===== config.mk =====
export PLATFORM = sky130hd
export DESIGN_NAME = status_led_blink_and_mode_switch_core
export DESIGN_NICKNAME = d
export VERILOG_FILES = /design/src/design/slb_pkg.sv /design/src/design/status_led_blink_and_mode_switch_core.sv /design/src/design/slb_in_reg.sv /design/src/design/slb_step.sv
export SDC_FILE = /design/constraint.sdc
export NUM_CORES = 1
export LEC_CHECK = 0
export BUFFER_PORTS_ARGS = -buffer_cell sky130_fd_sc_hd__buf_2
export CELL_PAD_IN_SITES_DETAIL_PLACEMENT = 1
export CELL_PAD_IN_SITES_GLOBAL_PLACEMENT = 1
export CORE_ASPECT_RATIO = 0.5
export CORE_MARGIN = 2
export CORE_UTILIZATION = 30
export CTS_BUF_LIST = sky130_fd_sc_hd__clkbuf_8
export CTS_CLUSTER_DIAMETER = 100
export DETAILED_ROUTE_END_ITERATION = 8
export PLACE_DENSITY = 0.62
export SETUP_SLACK_MARGIN = 0.1
export SLEW_MARGIN = 20
export SYNTH_ARGS = -nofsm -noshare
export SYNTH_HDL_FRONTEND = slang
export SYNTH_HIERARCHICAL = 1
export SYNTH_SLANG_ARGS = --single-unit

===== constraint.sdc =====
create_clock -name clk -period 4.5 [get_ports clk]
set_input_delay 0.9 -clock clk [delete_from_list [all_inputs] [get_ports clk]]
set_output_delay 0.9 -clock clk [all_outputs]
set_load 0.005 [all_outputs]

===== src/design/slb_pkg.sv =====
`default_nettype none

package slb_pkg;

    localparam logic OP_TICK    = 1'b0;
    localparam logic OP_REFRESH = 1'b1;

    localparam logic [1:0] MODE_STD   = 2'd0;
    localparam logic [1:0] MODE_ECO   = 2'd1;
    localparam logic [1:0] MODE_MAINT = 2'd2;

    localparam logic [2:0] COL_RED    = 3'd0;
    localparam logic [2:0] COL_GREEN  = 3'd1;
    localparam logic [2:0] COL_YELLOW = 3'd2;
    localparam logic [2:0] COL_BLUE   = 3'd3;
    localparam logic [2:0] COL_WHITE  = 3'd4;
    localparam logic [2:0] COL_ORANGE = 3'd5;

    localparam logic [2:0] ERR_NONE    = 3'd0;
    localparam logic [2:0] ERR_MAX     = 3'd6;
    localparam logic [3:0] SHOWN_ERR_OFFSET = 4'd2;
    localparam logic [3:0] SHOWN_MAX   = 4'd8;

    // Blink phases at which red and then the error color are written.
    localparam logic [2:0] PH_SHORT_RED = 3'd2;
    localparam logic [2:0] PH_SHORT_COL = 3'd4;
    localparam logic [2:0] PH_LONG_RED  = 3'd4;
    localparam logic [2:0] PH_LONG_COL  = 3'd6;

    localparam logic [15:0] PRESS_TICKS_RESET = 16'd10;

    typedef struct packed {
        logic       opcode;
        logic       red_pressed;
        logic       green_pressed;
        logic [2:0] error_code;
    } in_item_t;

    typedef struct packed {
        logic       color_write;
        logic [2:0] color;
        logic [1:0] active_mode;
        logic [3:0] shown_mode;
    } result_t;

    typedef struct packed {
        logic [3:0] shown_mode;
        logic [1:0] active_mode;
        logic [1:0] previous_mode;
        logic [2:0] blink_phase;
    } led_state_t;

    // Error color by shown mode (error code plus two).
    function automatic logic [2:0] err_color(input logic [3:0] shown);
        logic [2:0] col;
        case (shown)
            4'd3:    col = COL_GREEN;
            4'd4:    col = COL_YELLOW;
            4'd5:    col = COL_BLUE;
            4'd6:    col = COL_WHITE;
            4'd7:    col = COL_WHITE;
            4'd8:    col = COL_GREEN;
            default: col = COL_RED;
        endcase
        return col;
    endfunction

endpackage

`default_nettype wire


===== src/design/status_led_blink_and_mode_switch_core.sv =====
`default_nettype none

// Channel  | Handshake               | Payload
// cfg      | cfg_valid / cfg_ready   | cfg_data = press_ticks
// s_axis   | s_axis_tvalid / tready  | tuser = opcode; tdata = buttons, error code
// m_axis   | m_axis_tvalid / tready  | tuser = color_write; tdata = color, modes
//
// One beat in gives one beat out: it passes the input register, then the
// next-state logic into the result register. A new beat is taken every cycle
// while the result register drains; a stalled m_axis holds both stages.
// Reset clears the modes, the blink phase and the hold counters, and loads
// press_ticks with 10. cfg_ready is always high.
module status_led_blink_and_mode_switch_core #(
    parameter int COUNT_WIDTH = 16
) (
    input  wire logic        clk,
    input  wire logic        rst_n,
    input  wire logic        cfg_valid,
    output logic             cfg_ready,
    input  wire logic [15:0] cfg_data,      // press_ticks
    input  wire logic        s_axis_tvalid,
    output logic             s_axis_tready,
    input  wire logic [7:0]  s_axis_tdata,  // red_pressed, green_pressed, error_code[2:0]
    input  wire logic [0:0]  s_axis_tuser,  // opcode
    output logic             m_axis_tvalid,
    input  wire logic        m_axis_tready,
    output logic [15:0]      m_axis_tdata,  // color[2:0], active_mode[1:0], shown_mode[3:0]
    output logic [0:0]       m_axis_tuser   // color_write
);
    import slb_pkg::*;

    in_item_t               s_item;
    in_item_t               item;
    logic                   item_valid;
    logic                   advance;

    logic [15:0]            press_ticks_reg;
    led_state_t             state_reg;
    led_state_t             state_next;
    logic [COUNT_WIDTH-1:0] red_cnt_reg;
    logic [COUNT_WIDTH-1:0] red_cnt_next;
    logic [COUNT_WIDTH-1:0] green_cnt_reg;
    logic [COUNT_WIDTH-1:0] green_cnt_next;
    result_t                result_next;
    result_t                result_reg;
    logic                   out_valid_reg;

    assign s_item.opcode        = s_axis_tuser[0];
    assign s_item.red_pressed   = s_axis_tdata[0];
    assign s_item.green_pressed = s_axis_tdata[1];
    assign s_item.error_code    = s_axis_tdata[4:2];

    assign advance   = item_valid && (!out_valid_reg || m_axis_tready);
    assign cfg_ready = 1'b1;

    slb_in_reg u_in_reg (
        .clk        (clk),
        .rst_n      (rst_n),
        .s_valid    (s_axis_tvalid),
        .s_ready    (s_axis_tready),
        .s_item     (s_item),
        .advance    (advance),
        .item_valid (item_valid),
        .item       (item)
    );

    slb_step #(
        .COUNT_WIDTH (COUNT_WIDTH)
    ) u_step (
        .item           (item),
        .press_ticks    (press_ticks_reg),
        .cur            (state_reg),
        .red_cnt        (red_cnt_reg),
        .green_cnt      (green_cnt_reg),
        .nxt            (state_next),
        .red_cnt_next   (red_cnt_next),
        .green_cnt_next (green_cnt_next),
        .result         (result_next)
    );

    always_ff @(posedge clk or negedge rst_n)
    begin
        if (!rst_n)
        begin
            press_ticks_reg <= PRESS_TICKS_RESET;
            state_reg       <= '0;
            red_cnt_reg     <= '0;
            green_cnt_reg   <= '0;
            out_valid_reg   <= 1'b0;
        end
        else
        begin
            if (cfg_valid && cfg_ready)
            begin
                press_ticks_reg <= cfg_data;
            end
            if (advance)
            begin
                state_reg     <= state_next;
                red_cnt_reg   <= red_cnt_next;
                green_cnt_reg <= green_cnt_next;
                out_valid_reg <= 1'b1;
            end
            else if (m_axis_tready)
            begin
                out_valid_reg <= 1'b0;
            end
        end
    end

    always_ff @(posedge clk)
    begin
        if (advance)
        begin
            result_reg <= result_next;
        end
    end

    assign m_axis_tvalid = out_valid_reg;
    assign m_axis_tuser  = result_reg.color_write;
    assign m_axis_tdata  = {7'd0, result_reg.shown_mode, result_reg.active_mode,
                            result_reg.color};

    a_active_legal: assert property (@(posedge clk) disable iff (!rst_n)
        state_reg.active_mode != 2'd3)
        else $error("active mode holds an unused code");

    a_shown_range: assert property (@(posedge clk) disable iff (!rst_n)
        state_reg.shown_mode <= SHOWN_MAX)
        else $error("shown mode out of range");

    a_prev_differs: assert property (@(posedge clk) disable iff (!rst_n)
        (state_reg.active_mode == state_reg.previous_mode) |->
            (state_reg.active_mode == MODE_STD))
        else $error("previous mode equals a non-standard active mode");

    a_color_quiet: assert property (@(posedge clk) disable iff (!rst_n)
        (m_axis_tvalid && !m_axis_tuser[0]) |-> (m_axis_tdata[2:0] == COL_RED))
        else $error("color nonzero on a beat that writes no color");

    a_result_tracks_state: assert property (@(posedge clk) disable iff (!rst_n)
        $past(advance) |-> (result_reg.shown_mode == state_reg.shown_mode &&
                            result_reg.active_mode == state_reg.active_mode))
        else $error("result modes disagree with the state after the step");

endmodule

`default_nettype wire


===== src/design/slb_in_reg.sv =====
`default_nettype none

module slb_in_reg (
    input  wire logic             clk,
    input  wire logic             rst_n,
    input  wire logic             s_valid,
    output logic                  s_ready,
    input  wire slb_pkg::in_item_t s_item,
    input  wire logic             advance,
    output logic                  item_valid,
    output slb_pkg::in_item_t     item
);
    import slb_pkg::*;

    logic     valid_reg;
    logic     valid_next;
    in_item_t item_reg;

    // The stage refills in the same cycle it is drained.
    assign s_ready    = !valid_reg || advance;
    assign valid_next = s_ready ? s_valid : valid_reg;

    always_ff @(posedge clk or negedge rst_n)
    begin
        if (!rst_n)
        begin
            valid_reg <= 1'b0;
        end
        else
        begin
            valid_reg <= valid_next;
        end
    end

    always_ff @(posedge clk)
    begin
        if (s_valid && s_ready)
        begin
            item_reg <= s_item;
        end
    end

    assign item_valid = valid_reg;
    assign item       = item_reg;

endmodule

`default_nettype wire


===== src/design/slb_step.sv =====
`default_nettype none

module slb_step #(
    parameter int COUNT_WIDTH = 16
) (
    input  wire slb_pkg::in_item_t   item,
    input  wire logic [15:0]          press_ticks,
    input  wire slb_pkg::led_state_t cur,
    input  wire logic [COUNT_WIDTH-1:0] red_cnt,
    input  wire logic [COUNT_WIDTH-1:0] green_cnt,
    output slb_pkg::led_state_t      nxt,
    output logic [COUNT_WIDTH-1:0]   red_cnt_next,
    output logic [COUNT_WIDTH-1:0]   green_cnt_next,
    output slb_pkg::result_t         result
);
    import slb_pkg::*;

    localparam int CMP_W = (COUNT_WIDTH > 16) ? COUNT_WIDTH : 16;

    logic [COUNT_WIDTH-1:0] red_inc;
    logic [COUNT_WIDTH-1:0] green_inc;
    logic                   red_long;
    logic                   green_long;
    logic [2:0]             err;
    logic                   wr;
    logic [2:0]             col;

    // Hold counters saturate at all ones.
    assign red_inc   = (&red_cnt)   ? red_cnt   : red_cnt + 1'b1;
    assign green_inc = (&green_cnt) ? green_cnt : green_cnt + 1'b1;
    assign red_long   = CMP_W'(red_inc)   > CMP_W'(press_ticks);
    assign green_long = CMP_W'(green_inc) > CMP_W'(press_ticks);
    assign err = (item.error_code > ERR_MAX) ? ERR_NONE : item.error_code;

    always_comb
    begin
        nxt            = cur;
        red_cnt_next   = red_cnt;
        green_cnt_next = green_cnt;
        wr             = 1'b0;
        col            = COL_RED;
        if (item.opcode == OP_TICK)
        begin
            case (cur.shown_mode) inside
                [4'd3:4'd6]:
                begin
                    if (cur.blink_phase == PH_SHORT_RED)
                    begin
                        wr = 1'b1;
                        col = COL_RED;
                        nxt.blink_phase = cur.blink_phase + 3'd1;
                    end
                    else if (cur.blink_phase == PH_SHORT_COL)
                    begin
                        wr = 1'b1;
                        col = err_color(cur.shown_mode);
                        nxt.blink_phase = 3'd0;
                    end
                    else
                    begin
                        nxt.blink_phase = cur.blink_phase + 3'd1;
                    end
                end
                [4'd7:4'd8]:
                begin
                    if (cur.blink_phase == PH_LONG_RED)
                    begin
                        wr = 1'b1;
                        col = COL_RED;
                        nxt.blink_phase = cur.blink_phase + 3'd1;
                    end
                    else if (cur.blink_phase == PH_LONG_COL)
                    begin
                        wr = 1'b1;
                        col = err_color(cur.shown_mode);
                        nxt.blink_phase = 3'd0;
                    end
                    else
                    begin
                        nxt.blink_phase = cur.blink_phase + 3'd1;
                    end
                end
                [4'd0:4'd2]:
                begin
                    wr = 1'b1;
                    nxt.blink_phase = 3'd0;
                    if (cur.shown_mode[1:0] == MODE_MAINT)
                    begin
                        col = COL_ORANGE;
                    end
                    else if (cur.shown_mode[1:0] == MODE_ECO)
                    begin
                        col = COL_BLUE;
                    end
                    else
                    begin
                        col = COL_GREEN;
                    end
                end
                default:
                begin
                    wr = 1'b0;
                end
            endcase

            if (item.red_pressed)
            begin
                red_cnt_next = red_inc;
                if (red_long)
                begin
                    red_cnt_next = '0;
                    if (cur.active_mode != MODE_MAINT)
                    begin
                        nxt.previous_mode = cur.active_mode;
                        nxt.active_mode   = MODE_MAINT;
                        nxt.shown_mode    = {2'b00, MODE_MAINT};
                    end
                    else
                    begin
                        nxt.active_mode   = cur.previous_mode;
                        nxt.previous_mode = MODE_MAINT;
                        nxt.shown_mode    = {2'b00, cur.previous_mode};
                    end
                end
            end
            else if (item.green_pressed)
            begin
                green_cnt_next = green_inc;
                if (green_long)
                begin
                    green_cnt_next = '0;
                    if (cur.active_mode == MODE_STD || cur.active_mode == MODE_ECO)
                    begin
                        nxt.previous_mode = cur.active_mode;
                        nxt.active_mode   = (cur.active_mode == MODE_STD) ? MODE_ECO : MODE_STD;
                        nxt.shown_mode    = (cur.active_mode == MODE_STD) ?
                                            {2'b00, MODE_ECO} : {2'b00, MODE_STD};
                    end
                end
            end
            else
            begin
                red_cnt_next   = '0;
                green_cnt_next = '0;
            end
        end
        else
        begin
            if (!(item.red_pressed && item.green_pressed) && err != ERR_NONE)
            begin
                nxt.shown_mode = {1'b0, err} + SHOWN_ERR_OFFSET;
            end
            else
            begin
                nxt.shown_mode = {2'b00, cur.active_mode};
            end
        end
    end

    assign result.color_write = wr;
    assign result.color       = wr ? col : COL_RED;
    assign result.active_mode = nxt.active_mode;
    assign result.shown_mode  = nxt.shown_mode;

endmodule

`default_nettype wire


==> results_tabular.tex <==
\begin{tabular}{lr}
\hline
Metric & Value \\
\hline
\multicolumn{2}{l}{\textbf{Setup path}} \\
Cell with the largest stage delay on the worst path & sky130\_fd\_sc\_hd\_\_or4b\_1 \\
Arrival time at the worst endpoint & 4.38 ns \\
Worst Path Buf+Inv & 1 \\
Setup Crit Path Kind & flop to flop \\
Most used cell, CP & sky130\_fd\_sc\_hd\_\_ha\_1 \\
Critical Path Sink Type & flop \\
Crit start category & flop \\
Cell-by-cell trace of the critical path & ha\_1 -> buf\_4 -> and4\_1 -> nor3b\_2 -> nor3\_1 -> xor2\_1 -> ha\_1 -> a41o\_1 -> a21oi\_1 -> o22ai\_1 -> o31ai\_2 -> nor2\_1 -> or4b\_1 -> mux2\_4 \\
Worst endpoint required time & 4.74 ns \\
Crit-path max FO & 7 \\
Delay of the slowest cell on the worst path & 0.54 ns \\
Setup slack, reg-to-reg & 0.36 ns \\
Top delay family on crit path & simple AND/OR/NAND/NOR gates \\
\multicolumn{2}{l}{\textbf{Final layout}} \\
Final core area utilization & 34.2\% \\
Area delta synth->final & 12.2\% \\
Number of antenna cells inserted & 0 \\
Fill cell total of the finished layout & 2217 \\
Fraction of final layout cells sized beyond drive strength 1 & 26.5\% \\
Number of nets at the end of the flow & 704 \\
Post-route cell area & 6650 sq um \\
\multicolumn{2}{l}{\textbf{Placement}} \\
Worst Setup Slack post-DPL & 0.244 ns \\
Routability congestion estimate & 0.752 \\
Sum of net half-perimeters after detailed placement & 11100 um \\
Post-place instance area & 6380 sq um \\
Count of port buffers added during placement & 38 \\
\multicolumn{2}{l}{\textbf{Yosys}} \\
Synthesis warning total & 6 \\
Most area-hungry cell type in the Yosys netlist & sky130\_fd\_sc\_hd\_\_dfrtp\_1 \\
Sequential fraction of the synthesis area & 33.9\% \\
Number of enable flip-flop cells after synthesis & 16 \\
Share of flip-flops with an asynchronous set or reset after synthesis & 79.2\% \\
Cell Area, Synth & 5920 sq um \\
Most instantiated cells after synthesis & 59 x sky130\_fd\_sc\_hd\_\_dfrtp\_1, 45 x sky130\_fd\_sc\_hd\_\_nand2\_1, 41 x sky130\_fd\_sc\_hd\_\_ha\_1 \\
Cell variety after synth & 76 \\
Top-count cell post-synth & sky130\_fd\_sc\_hd\_\_dfrtp\_1 \\
Dominant cells by area after synthesis & sky130\_fd\_sc\_hd\_\_dfrtp\_1 25\%, sky130\_fd\_sc\_hd\_\_mux2\_4 9.9\%, sky130\_fd\_sc\_hd\_\_ha\_1 8.7\% \\
Area fraction of the dominant cell type after synthesis & 24.9\% \\
Per-instance average area after synthesis & 9.94 sq um \\
Flop and latch count out of synthesis & 77 \\
Main synth FF type & sky130\_fd\_sc\_hd\_\_dfrtp\_1 \\
Cells after Synth & 596 \\
\multicolumn{2}{l}{\textbf{Clocking}} \\
Sink count of the clock tree & 77 \\
CTS tree & done \\
Number of levels in the clock H-tree & 3 \\
Buffers from clock root to sink, at most & 2 \\
Post-CTS Hold Fix Bufs & 0 \\
CTS clock-pin slew for the worst setup and hold paths & 0.10 ns \\
Total CTS buffers & 9 \\
Clock insertion delay at the later pin of the skew report & 0.36 ns \\
CTS Root Cell & sky130\_fd\_sc\_hd\_\_clkbuf\_8 \\
\multicolumn{2}{l}{\textbf{STA}} \\
Max-Slew Margin vs Limit & 40.8\% \\
Final Hold Violating Endpoints & 0 \\
Smallest setup slack after layout & 0.364 ns \\
Setup-violating endpoint count in the final report & 0 \\
FMAX & 0.242 GHz \\
Final slew viol count & 0 \\
Setup Skew & 0.0126 ns \\
RSZ-0062 raised after global routing & no \\
Share of the cycle needed by the critical path after routing & 91.9\% \\
Tightest Pin Transition & 0.888 ns \\
Post-route setup TNS & 0 ns \\
Post-route minimum period & 4.14 ns \\
\multicolumn{2}{l}{\textbf{Routing}} \\
Count of TritonRoute iterations in the first routing pass & 4 \\
Total DRC errors in the routed layout & 0 \\
DR vias & 4603 \\
Number of violations reported at the end of detailed-routing iteration 0 & 184 \\
Average detailed-routed wire length per instance & 16.9 um \\
Ratio of routed vias to standard cells & 5.09 \\
Final routed wirelength across all metal layers & 15300 um \\
Antenna-violating nets left & 0 \\
\multicolumn{2}{l}{\textbf{Flow run}} \\
Number of max-cap violations & 0 \\
\multicolumn{2}{l}{\textbf{Power}} \\
Pwr Density & 316 nW/um\^{}2 \\
VDD IR max & 115 uV \\
Leak & 3.01 nW \\
PnR Total Power & 2.10 mW \\
\multicolumn{2}{l}{\textbf{Run status}} \\
Outcome & finished, final reports clean \\
\multicolumn{2}{l}{\textbf{Die}} \\
Number of primary I/O pins & 50 \\
Floorplan die width & 203 um \\
Total Die Area & 21000 sq um \\
Row cnt & 36 \\
Die height & 103 um \\
Initial core utilization & 30.5\% \\
Core Region & 19400 sq um \\
\multicolumn{2}{l}{\textbf{Global route}} \\
First-pass GRT wire length & 25100 um \\
Vias in the first global route & 4693 \\
Overall global routing resource usage & 15.2\% \\
Largest net degree at the start of global routing & 44 \\
Leftover overflow at the end of global routing & 0 \\
Initial antenna violation count & 0 \\
\multicolumn{2}{l}{\textbf{Hold path}} \\
Min-Delay Path Class & flop to flop \\
\hline
\end{tabular}
-- report_power, final --
part	switching [mW]	internal, mW
clock network	0.304	0.259
registers	0.101	0.801
logic	0.333	0.303
-- metrics by stage --
stage / std cells / hold WS, ns
4_1_cts: 903 / 0.520
2_1_floorplan: 602 / 0.476
3_5_place_dp: 887 / 0.497
3_3_place_gp: 887 / 0.492
6_report: 904 / 0.516
5_1_grt: 904 / 0.532
-- kinds of logic (layout without fill, tap and decap cells) --
| group | count (synthesis) | count (layout) | share of synthesized area [%] |
|---|---|---|---|
| DFF | 77 | 77 | 33.9 |
| AOI/OAI and AO/OA | 139 | 139 | 16.2 |
| adders and majority gates | 41 | 41 | 8.66 |
| buffers and inverters | 76 | 112 | 6.53 |
| and+or+nand+nor | 172 | 172 | 16.3 |
| other | 2 | 8 | 0.127 |
| xor gates and xnor gates | 21 | 21 | 3.10 |
| muxes | 68 | 68 | 15.2 |
-- repair_timing --
action                     in CTS  in global routing
resized for setup               0                 12
buffers inserted                0                  1
setup endpoints to repair       0                 13
-- layout make-up --
type                    count  area [sq um]  share of cell area [%]
clock inverters             7          75.1                    1.13
flip-flops and latches     77          2010                    30.3
repair buffers             59           348                    5.23
clock buffers               9           124                    1.86
inverters                  37           139                    2.09
well taps                 266           333                    5.01
multi-input cells         449          3620                    54.4
-- cells in the final DEF, fill, tap and decap left out, drive strengths merged, types with 13 or more instances in the layout --
cell     n
mux2    61
dfrtp   59
buf     59
nand2   47
ha      41
inv     39
a21oi   33
o21ai   29
nor2    23
edfxtp  16
a31oi   16
nand4   14
nand3   13
-- worst paths after layout --
kind                                    startpoint                 end  cells past startpoint
max in group asynchronous                    rst_n    green_cnt_reg[3]                      2
worst min register to register  press_ticks_reg[7]  press_ticks_reg[7]                      1
worst min-delay path            press_ticks_reg[7]  press_ticks_reg[7]                      1
worst max register to register    green_cnt_reg[0]        state_reg[7]                     14
worst max-delay path              green_cnt_reg[0]        state_reg[7]                     14
min in group asynchronous                    rst_n     red_cnt_reg[14]                      1
-- per-layer routing --
layer  vias to the layer above  GRT usage, %  routed length [um]
met4                         0          2.58                  87
met1                      2328          20.5                7840
met2                        34          26.1                7060
li1                       2234             -                   -
met3                         7          2.47                 272
met5                         -             0                   0
(Power assumes the default switching activity.)
